### config.mk
export PLATFORM = sky130hd
export DESIGN_NAME = sha256_byte_stream_hasher
export DESIGN_NICKNAME = d
export VERILOG_FILES = /design/src/design/sha_pkg.sv /design/src/design/sha256_byte_stream_hasher.sv /design/src/design/sha_queue.sv /design/src/design/sha_engine.sv
export VERILOG_INCLUDE_DIRS = /design/src /design/src/design
export SDC_FILE = /design/constraint.sdc
export NUM_CORES = 2
export LEC_CHECK = 0
export BUFFER_PORTS_ARGS = -buffer_cell sky130_fd_sc_hd__buf_2
export CAP_MARGIN = 20
export CORE_MARGIN = 2
export CORE_UTILIZATION = 35
export CTS_CLUSTER_SIZE = 40
export DETAILED_ROUTE_END_ITERATION = 8
export PLACE_DENSITY = 0.47
export REMOVE_ABC_BUFFERS = 1
export SETUP_SLACK_MARGIN = 0.2
export SLEW_MARGIN = 20
export SYNTH_ARGS = -nofsm -noshare
export SYNTH_HDL_FRONTEND = slang
export SYNTH_SLANG_ARGS = --single-unit
export TNS_END_PERCENT = 1
### constraint.sdc
create_clock -name clk -period 16.7 [get_ports clk]
set_input_delay 4.175 -clock clk [delete_from_list [all_inputs] [get_ports clk]]
set_output_delay 4.175 -clock clk [all_outputs]
set_load 0.1 [all_outputs]
### src/design/sha256_byte_stream_hasher_defines.svh
// assertion macros shared by the design files
`ifndef SHA256_BYTE_STREAM_HASHER_DEFINES_SVH
`define SHA256_BYTE_STREAM_HASHER_DEFINES_SVH

// property that holds on every clock edge outside reset
`define SHA_ASSERT(label, prop, msg) \
	label: assert property (@(posedge clk) disable iff (!arst_n) (prop)) else $error(msg);

// property whose consequent is checked in the cycle after the antecedent
`define SHA_ASSERT_NEXT(label, ante, cons, msg) \
	label: assert property (@(posedge clk) disable iff (!arst_n) (ante) |=> (cons)) \
		else $error(msg);

`endif

### src/design/sha_pkg.sv
package sha_pkg;
	localparam int QueueDepth = 4;
	localparam int OutDepth   = 8;

	typedef logic [31:0] word_t;

	typedef struct packed {
		logic       finish;
		logic [7:0] data;
	} item_t;

	typedef enum logic [2:0] {
		ST_IDLE,
		ST_ROUND,
		ST_ADD,
		ST_PAD,
		ST_EMIT
	} eng_state_t;

	localparam word_t INIT_H [8] = '{
		32'h6a09e667, 32'hbb67ae85, 32'h3c6ef372, 32'ha54ff53a,
		32'h510e527f, 32'h9b05688c, 32'h1f83d9ab, 32'h5be0cd19
	};

	localparam word_t ROUND_K [64] = '{
		32'h428a2f98, 32'h71374491, 32'hb5c0fbcf, 32'he9b5dba5,
		32'h3956c25b, 32'h59f111f1, 32'h923f82a4, 32'hab1c5ed5,
		32'hd807aa98, 32'h12835b01, 32'h243185be, 32'h550c7dc3,
		32'h72be5d74, 32'h80deb1fe, 32'h9bdc06a7, 32'hc19bf174,
		32'he49b69c1, 32'hefbe4786, 32'h0fc19dc6, 32'h240ca1cc,
		32'h2de92c6f, 32'h4a7484aa, 32'h5cb0a9dc, 32'h76f988da,
		32'h983e5152, 32'ha831c66d, 32'hb00327c8, 32'hbf597fc7,
		32'hc6e00bf3, 32'hd5a79147, 32'h06ca6351, 32'h14292967,
		32'h27b70a85, 32'h2e1b2138, 32'h4d2c6dfc, 32'h53380d13,
		32'h650a7354, 32'h766a0abb, 32'h81c2c92e, 32'h92722c85,
		32'ha2bfe8a1, 32'ha81a664b, 32'hc24b8b70, 32'hc76c51a3,
		32'hd192e819, 32'hd6990624, 32'hf40e3585, 32'h106aa070,
		32'h19a4c116, 32'h1e376c08, 32'h2748774c, 32'h34b0bcb5,
		32'h391c0cb3, 32'h4ed8aa4a, 32'h5b9cca4f, 32'h682e6ff3,
		32'h748f82ee, 32'h78a5636f, 32'h84c87814, 32'h8cc70208,
		32'h90befffa, 32'ha4506ceb, 32'hbef9a3f7, 32'hc67178f2
	};

	function automatic word_t rotr(input word_t x, input int n);
		rotr = (x >> n) | (x << (32 - n));
	endfunction
endpackage

### src/design/sha256_byte_stream_hasher.sv
// SHA-256 over a byte stream. Push one item per transaction: mode 0 adds data_byte to the
// message, mode 1 ends the message and queues the eight digest words (word_index 0..7,
// last_word on the eighth), after which the hasher starts a new empty message. Items go
// through a small input queue to the compression engine, which runs one round per cycle.
// Every 64th byte starts a compression (ST_ROUND, then ST_ADD), and a finish pads the
// block and compresses it, twice when more than 55 bytes sit in the final block, before the
// words enter an eight-entry result queue. The engine takes no new item while it compresses.
module sha256_byte_stream_hasher #(
	parameter int QueueDepth = sha_pkg::QueueDepth
) (
	input  logic        clk,
	input  logic        arst_n,
	input  logic        push,
	output logic        full,
	input  logic        mode,
	input  logic [7:0]  data_byte,
	output logic        empty,
	input  logic        pop,
	output logic [31:0] digest_word,
	output logic [2:0]  word_index,
	output logic        last_word
);
	import sha_pkg::*;

	item_t       in_item, q_item;
	logic        q_empty, q_take;
	logic [31:0] r_word;
	logic [2:0]  r_index;
	logic        r_valid, out_full;
	logic [34:0] out_data;

	assign in_item = '{finish: mode, data: data_byte};

	sha_queue #(.Width($bits(item_t)), .Depth(QueueDepth)) u_in_q (
		.clk, .arst_n,
		.wr_en(push), .wr_data(in_item), .full,
		.rd_en(q_take), .rd_data(q_item), .empty(q_empty)
	);

	sha_engine u_eng (
		.clk, .arst_n,
		.item(q_item), .item_valid(!q_empty), .item_take(q_take),
		.res_word(r_word), .res_index(r_index), .res_valid(r_valid), .res_room(!out_full)
	);

	sha_queue #(.Width(35), .Depth(OutDepth)) u_out_q (
		.clk, .arst_n,
		.wr_en(r_valid), .wr_data({r_word, r_index}), .full(out_full),
		.rd_en(pop), .rd_data(out_data), .empty
	);

	assign digest_word = out_data[34:3];
	assign word_index  = out_data[2:0];
	assign last_word   = (out_data[2:0] == 3'd7);
endmodule

### src/design/sha_queue.sv
`include "sha256_byte_stream_hasher_defines.svh"

module sha_queue #(
	parameter int Width = 9,
	parameter int Depth = 4
) (
	input  logic             clk,
	input  logic             arst_n,
	input  logic             wr_en,
	input  logic [Width-1:0] wr_data,
	output logic             full,
	input  logic             rd_en,
	output logic [Width-1:0] rd_data,
	output logic             empty
);
	localparam int AW = (Depth > 1) ? $clog2(Depth) : 1;

	logic [Width-1:0] mem_q [Depth];
	logic [AW-1:0]    wr_ptr_q, rd_ptr_q;
	logic [AW:0]      count_q;
	logic             do_wr, do_rd;

	assign full    = (count_q == (AW+1)'(Depth));
	assign empty   = (count_q == '0);
	assign do_wr   = wr_en && !full;
	assign do_rd   = rd_en && !empty;
	assign rd_data = mem_q[rd_ptr_q];

	always_ff @(posedge clk) begin
		if (do_wr) begin
			mem_q[wr_ptr_q] <= wr_data;
		end
	end

	always_ff @(posedge clk or negedge arst_n) begin
		if (!arst_n) begin
			wr_ptr_q <= '0;
			rd_ptr_q <= '0;
			count_q  <= '0;
		end else begin
			if (do_wr) begin
				wr_ptr_q <= (wr_ptr_q == AW'(Depth - 1)) ? '0 : wr_ptr_q + 1'b1;
			end
			if (do_rd) begin
				rd_ptr_q <= (rd_ptr_q == AW'(Depth - 1)) ? '0 : rd_ptr_q + 1'b1;
			end
			count_q <= count_q + (AW+1)'(do_wr) - (AW+1)'(do_rd);
		end
	end

	`SHA_ASSERT(a_count_bound, count_q <= (AW+1)'(Depth), "queue count over depth")
	`SHA_ASSERT_NEXT(a_fill_grows, do_wr && !do_rd, count_q == $past(count_q) + 1'b1,
		"queue count did not grow on write")
	`SHA_ASSERT_NEXT(a_drain_shrinks, do_rd && !do_wr, count_q == $past(count_q) - 1'b1,
		"queue count did not shrink on read")
endmodule

### src/design/sha_engine.sv
`include "sha256_byte_stream_hasher_defines.svh"

module sha_engine (
	input  logic                clk,
	input  logic                arst_n,
	input  sha_pkg::item_t      item,
	input  logic                item_valid,
	output logic                item_take,
	output logic [31:0]         res_word,
	output logic [2:0]          res_index,
	output logic                res_valid,
	input  logic                res_room
);
	import sha_pkg::*;

	eng_state_t state_q, state_d;

	word_t       h_q [8];
	word_t       v_q [8];
	word_t       w_q [16];
	logic [5:0]  fill_q;
	logic [63:0] bits_q;
	logic [5:0]  round_q;
	logic        final_q;     // current compression is part of a finish
	logic        second_q;    // a length-only block still follows
	logic [2:0]  emit_q;

	// round datapath
	word_t wt, s0, s1, w_next, big0, big1, ch, maj, t1, t2;
	logic  absorb, finish;

	assign absorb = item_valid && !item.finish;
	assign finish = item_valid && item.finish;

	always_comb begin
		s0     = rotr(w_q[1], 7) ^ rotr(w_q[1], 18) ^ (w_q[1] >> 3);
		s1     = rotr(w_q[14], 17) ^ rotr(w_q[14], 19) ^ (w_q[14] >> 10);
		w_next = s1 + w_q[9] + s0 + w_q[0];
		wt     = w_q[0];
		big1   = rotr(v_q[4], 6) ^ rotr(v_q[4], 11) ^ rotr(v_q[4], 25);
		ch     = (v_q[4] & v_q[5]) ^ (~v_q[4] & v_q[6]);
		t1     = v_q[7] + big1 + ch + ROUND_K[round_q] + wt;
		big0   = rotr(v_q[0], 2) ^ rotr(v_q[0], 13) ^ rotr(v_q[0], 22);
		maj    = (v_q[0] & v_q[1]) ^ (v_q[0] & v_q[2]) ^ (v_q[1] & v_q[2]);
		t2     = big0 + maj;
	end

	always_comb begin
		state_d   = state_q;
		item_take = 1'b0;
		unique case (state_q)
			ST_IDLE: begin
				item_take = item_valid;
				if (absorb && fill_q == 6'd63) begin
					state_d = ST_ROUND;
				end else if (finish) begin
					state_d = ST_PAD;
				end
			end
			ST_ROUND: begin
				if (round_q == 6'd63) begin
					state_d = ST_ADD;
				end
			end
			ST_ADD: begin
				if (second_q) begin
					state_d = ST_PAD;
				end else if (final_q) begin
					state_d = ST_EMIT;
				end else begin
					state_d = ST_IDLE;
				end
			end
			ST_PAD:  state_d = ST_ROUND;
			ST_EMIT: begin
				if (res_room && emit_q == 3'd7) begin
					state_d = ST_IDLE;
				end
			end
			default: state_d = ST_IDLE;
		endcase
	end

	assign res_valid = (state_q == ST_EMIT);
	assign res_word  = h_q[emit_q];
	assign res_index = emit_q;

	always_ff @(posedge clk or negedge arst_n) begin
		if (!arst_n) begin
			state_q  <= ST_IDLE;
			fill_q   <= '0;
			bits_q   <= '0;
			round_q  <= '0;
			final_q  <= 1'b0;
			second_q <= 1'b0;
			emit_q   <= '0;
			for (int i = 0; i < 8; i++) begin
				h_q[i] <= INIT_H[i];
			end
		end else begin
			state_q <= state_d;
			unique case (state_q)
				ST_IDLE: begin
					if (absorb) begin
						fill_q <= fill_q + 1'b1;
						if (fill_q == 6'd63) begin
							bits_q  <= bits_q + 64'd512;
							round_q <= '0;
							final_q <= 1'b0;
						end
					end else if (finish) begin
						bits_q   <= bits_q + {55'd0, fill_q, 3'd0};
						second_q <= (fill_q > 6'd55);
						final_q  <= 1'b1;
					end
				end
				ST_ROUND: round_q <= round_q + 1'b1;
				ST_ADD: begin
					for (int i = 0; i < 8; i++) begin
						h_q[i] <= h_q[i] + v_q[i];
					end
					if (second_q) begin
						second_q <= 1'b0;
						fill_q   <= '0;
					end
					emit_q <= '0;
				end
				ST_PAD: begin
					round_q <= '0;
					if (!second_q) begin
						fill_q <= '0;
					end
				end
				ST_EMIT: begin
					if (res_room) begin
						emit_q <= emit_q + 1'b1;
						if (emit_q == 3'd7) begin
							for (int i = 0; i < 8; i++) begin
								h_q[i] <= INIT_H[i];
							end
							bits_q  <= '0;
							fill_q  <= '0;
							final_q <= 1'b0;
						end
					end
				end
				default: ;
			endcase
		end
	end

	// working variables and message schedule, no reset needed
	always_ff @(posedge clk) begin
		word_t w_in;
		unique case (state_q)
			ST_IDLE: begin
				if (absorb) begin
					w_in = w_q[fill_q[5:2]];
					unique case (fill_q[1:0])
						2'd0: w_in[31:24] = item.data;
						2'd1: w_in[23:16] = item.data;
						2'd2: w_in[15:8]  = item.data;
						default: w_in[7:0] = item.data;
					endcase
					w_q[fill_q[5:2]] <= w_in;
					if (fill_q == 6'd63) begin
						for (int i = 0; i < 8; i++) begin
							v_q[i] <= h_q[i];
						end
					end
				end else if (finish) begin
					// pad byte then zeros past it in the current word
					w_in = w_q[fill_q[5:2]];
					unique case (fill_q[1:0])
						2'd0: w_in = 32'h80000000;
						2'd1: w_in = {w_in[31:24], 24'h800000};
						2'd2: w_in = {w_in[31:16], 16'h8000};
						default: w_in = {w_in[31:8], 8'h80};
					endcase
					for (int i = 0; i < 16; i++) begin
						if (4'(i) > fill_q[5:2]) begin
							w_q[i] <= '0;
						end
					end
					w_q[fill_q[5:2]] <= w_in;
				end
			end
			ST_ADD: begin
				// second block of a long finish is zeros up to the length
				if (second_q) begin
					for (int i = 0; i < 16; i++) begin
						w_q[i] <= '0;
					end
				end
			end
			ST_PAD: begin
				// the length goes into the last block only
				if (!second_q) begin
					w_q[14] <= bits_q[63:32];
					w_q[15] <= bits_q[31:0];
				end
				for (int i = 0; i < 8; i++) begin
					v_q[i] <= h_q[i];
				end
			end
			ST_ROUND: begin
				for (int i = 0; i < 15; i++) begin
					w_q[i] <= w_q[i+1];
				end
				w_q[15] <= w_next;
				v_q[7] <= v_q[6];
				v_q[6] <= v_q[5];
				v_q[5] <= v_q[4];
				v_q[4] <= v_q[3] + t1;
				v_q[3] <= v_q[2];
				v_q[2] <= v_q[1];
				v_q[1] <= v_q[0];
				v_q[0] <= t1 + t2;
			end
			default: ;
		endcase
	end

	`SHA_ASSERT(a_emit_only_final, !res_valid || final_q, "digest shown outside a finish")
	`SHA_ASSERT_NEXT(a_round_steps, state_q == ST_ROUND && round_q != 6'd63,
		state_q == ST_ROUND, "compression left early")
	`SHA_ASSERT(a_take_idle, !item_take || state_q == ST_IDLE, "item taken while busy")
endmodule
==> results.toml <==
[floorplan]
core_area_mm2 = 0.251
placementRows = 184
die_area_mm2 = 0.256
dieWidth_um = 506
floorplan.initialDensity_pct = 35.1
pin_count = 51
fp.dieH_um = 506

[grt]
grt_overflow = 0
grt_pass1_wl_mm = 463
grt_use_met1_pct = 31.2
grt_pass1_vias = 66023
grtUsageTotal_pct = 24.4
antenna_found_initial = 11
use_met2_pct = 41.8
grt_max_degree = 213
use_met3_pct = 2.68
busiest_layer = "met2"

[clock_network]
postCtsSetupBuffers = 0
numCtsBuffers = 170
cts_resized = 0
clk_latency_ns = 0.86
clockBufferDepth = 3
htree_levels = 4
cts.clk_slew.worst_paths_ns = 0.06
clock_sink_count = 1438
ctsHoldBuffers = 0
root_buffer = "clkbuf_16"
cts_tree = "done"

[yosys]
synth_top_area_share_pct = 35.8
synth_seq_cells = 1438
syn_inst = 8556
avgSynthCellArea_um2 = 10.3
synth_area_leaders = "edfxtp_1, dfrtp_1, ha_1, nand2_1, o21ai_0"
ys_async_sr_fraction_pct = 24.6
yosysSeqAreaShare_pct = 46.8
synth_cell_types = 98
yosys.area.top_type = "edfxtp_1"
synth-main-ff-cell = "edfxtp_1"
synth-edff-count = 1052
synth.yosys.warnings = 0
netlist_area_mm2 = 0.0882

[sta]
setup_viol = 0
skew_ns = 0.0508
hold_violations = 0
tightest_slew_ns = 1.20
rsz0062_at_grt = "no"
max_clock_freq_ghz = 0.0942
fin_crit_ns = 10.62
timing.hold.ws_ns = 0.484
maxSlewViolCount = 0
post-route-period-util_pct = 63.6
max_slew_margin_pct = 19.8

[cells_and_area]
area_delta_synth_final_pct = 11.3
drive_gt1_share_pct = 10.7
finalCoreUtilization_pct = 39.1
stdcell_count = 11970
layout.nets = 9106

[run]
drv_cap = 0

[setup_path]
critPathMostFrequentCell = "fa_1"
critPathMaxFanout = 67
worst_path_max_delay_cell = "dfrtp_4"
cp-start-kind = "flip-flop"
required_ns = 17.25
worstSetupPathType = "flip-flop to flip-flop"
crit_path_end_kind = "flip-flop"
slowest_delay_ns = 0.72
crit_arrival_ns = 11.17

[routing]
drt-initial-drc-count = 5847
wirelength_mm = 318
vias = 66393
wl_per_cell_um = 26.6
vias_per_cell = 5.55
remaining_drc_errors = 0
dr.pass1.iters = 5
antenna_left = 0

[placement]
dpl.cell_count = 11648
finalWeightedCongestion = 0.969
hpwl_mm = 234
portBuffers = 50

[status]
status = "completed"

[hold_path]
min_path_type = "flip-flop to flip-flop"
cells by family after synthesis:
group	Yosys count	share of synthesized area, %
XOR/XNOR	620	6.16
flip-flops	1438	46.8
AND/OR/NAND/NOR	2419	11.7
AO/OA/AOI/OAI	2305	15.9
multiplexers	259	5.16
buffers and inverters	892	3.83
adder cells (fa/ha/maj)	623	10.5
cell usage after synthesis, types with 24 or more instances:
master    number
mux2i_1       37
clkbuf_1     411
a211oi_1     108
o21a_1        45
dfxtp_1       32
edfxtp_1    1052
o21ai_0      812
ha_1         422
o21ai_1       24
nor3_1       118
o31ai_1       35
o21bai_1      51
dfstp_2      136
mux4_2       149
and2_1        28
a21o_1       309
nand3_1      101
fa_1         198
nor2b_1       52
or3_1         38
a211o_1       24
inv_1        423
buf_1         46
nand4_1       30
a21oi_1      551
xor2_1       305
nor2_1       511
nand2_1     1349
dfrtp_1      218
a31oi_1       65
mux2_2        73
nand2b_1      68
o22ai_1       69
xnor2_1      315
and3_1        38
cell type report:
class | instances | area [um^2]
antenna | 2 | 5.00
clock buffer | 219 | 4640
clock inverter | 100 | 1170
fill | 24676 | 153000
inverter | 427 | 1600
multi-input combinational | 6226 | 43800
sequential | 1438 | 41300
tap | 3348 | 4190
timing repair buffer | 210 | 1500
state kept, by name, indices dropped and copies added, names as in the netlist:
| name | count |
|---|---|
| u_eng.final_q | 1 |
| u_eng.bits_q | 61 |
| u_in_q.wr_ptr_q | 2 |
| u_eng.fill_q | 6 |
| u_in_q.rd_ptr_q | 2 |
| u_eng.h_q | 256 |
| u_eng.second_q | 1 |
| u_out_q.wr_ptr_q | 3 |
| u_in_q.mem_q | 36 |
| u_out_q.rd_ptr_q | 3 |
| u_eng.w_q | 512 |
| u_eng.round_q | 6 |
| u_eng.res_index | 3 |
| u_eng.state_q | 3 |
| u_out_q.count_q | 4 |
| u_eng.v_q | 256 |
| u_out_q.mem_q | 280 |
| u_in_q.count_q | 3 |
final timing paths:
path	startpoint	cells after the start	to	slack, ns
setup / recovery	u_eng.round_q[3]$_DFFE_PN0P_	33	u_eng.v_q[0][31]$_DFFE_PP_	6.08
setup reg to reg	u_eng.round_q[3]$_DFFE_PN0P_	33	u_eng.v_q[0][31]$_DFFE_PP_	6.08
hold / removal	u_eng.final_q$_DFFE_PN0P_	2	u_eng.final_q$_DFFE_PN0P_	0.48
max in group asynchronous	arst_n	4	u_in_q.count_q[2]$_DFF_PN0_	10.45
min in group asynchronous	arst_n	1	u_eng.res_index[0]$_DFFE_PN0P_	3.26
hold reg to reg	u_eng.final_q$_DFFE_PN0P_	2	u_eng.final_q$_DFFE_PN0P_	0.48
per-layer routing:
metal | wire length (um) | share of wire (%)
met5 | 27 | 0.0085
met3 | 13100 | 4.1
met2 | 156000 | 49
met1 | 133000 | 42
met4 | 15500 | 4.9
stage by stage:
step	instance area [um^2]	setup slack [ns]	setup TNS, ns
after floorplan	86400	-1.36	-187.95
after global placement	92300	6.25	0
after detailed placement	92300	6.26	0
after CTS	98100	6.28	0
after global routing	98200	5.65	0
final	98200	6.08	0
placed cells by master, fill, tap and decap left out, types with 51 or more instances in the layout:
master,instances
a31oi_1,61
xnor2_1,315
nand3_1,101
dfstp_2,136
edfxtp_1,1052
xor2_1,305
o21ai_0,782
dfrtp_1,208
ha_1,422
buf_4,154
a21o_1,309
nor2_1,502
a21oi_1,550
buf_2,51
nand2_1,1347
nor2b_1,52
mux2_2,73
nor3_1,113
o21bai_1,51
fa_1,198
clkbuf_16,172
nand2b_1,68
a211oi_1,108
o22ai_1,68
inv_1,423
mux4_2,149
worst max-delay path: cells and delay by family, from the launching register on:
family / cells / cell delay, ns
fa+ha+maj: 7 / 2.94
buf+inv: 5 / 1.27
compound gates: 15 / 3.87
flops: 1 / 0.72
xor+xnor: 3 / 0.50
simple gates: 3 / 0.98
Power is not shown: default switching activity piles up to over one toggle a cycle in this logic, so the estimate is an artifact.
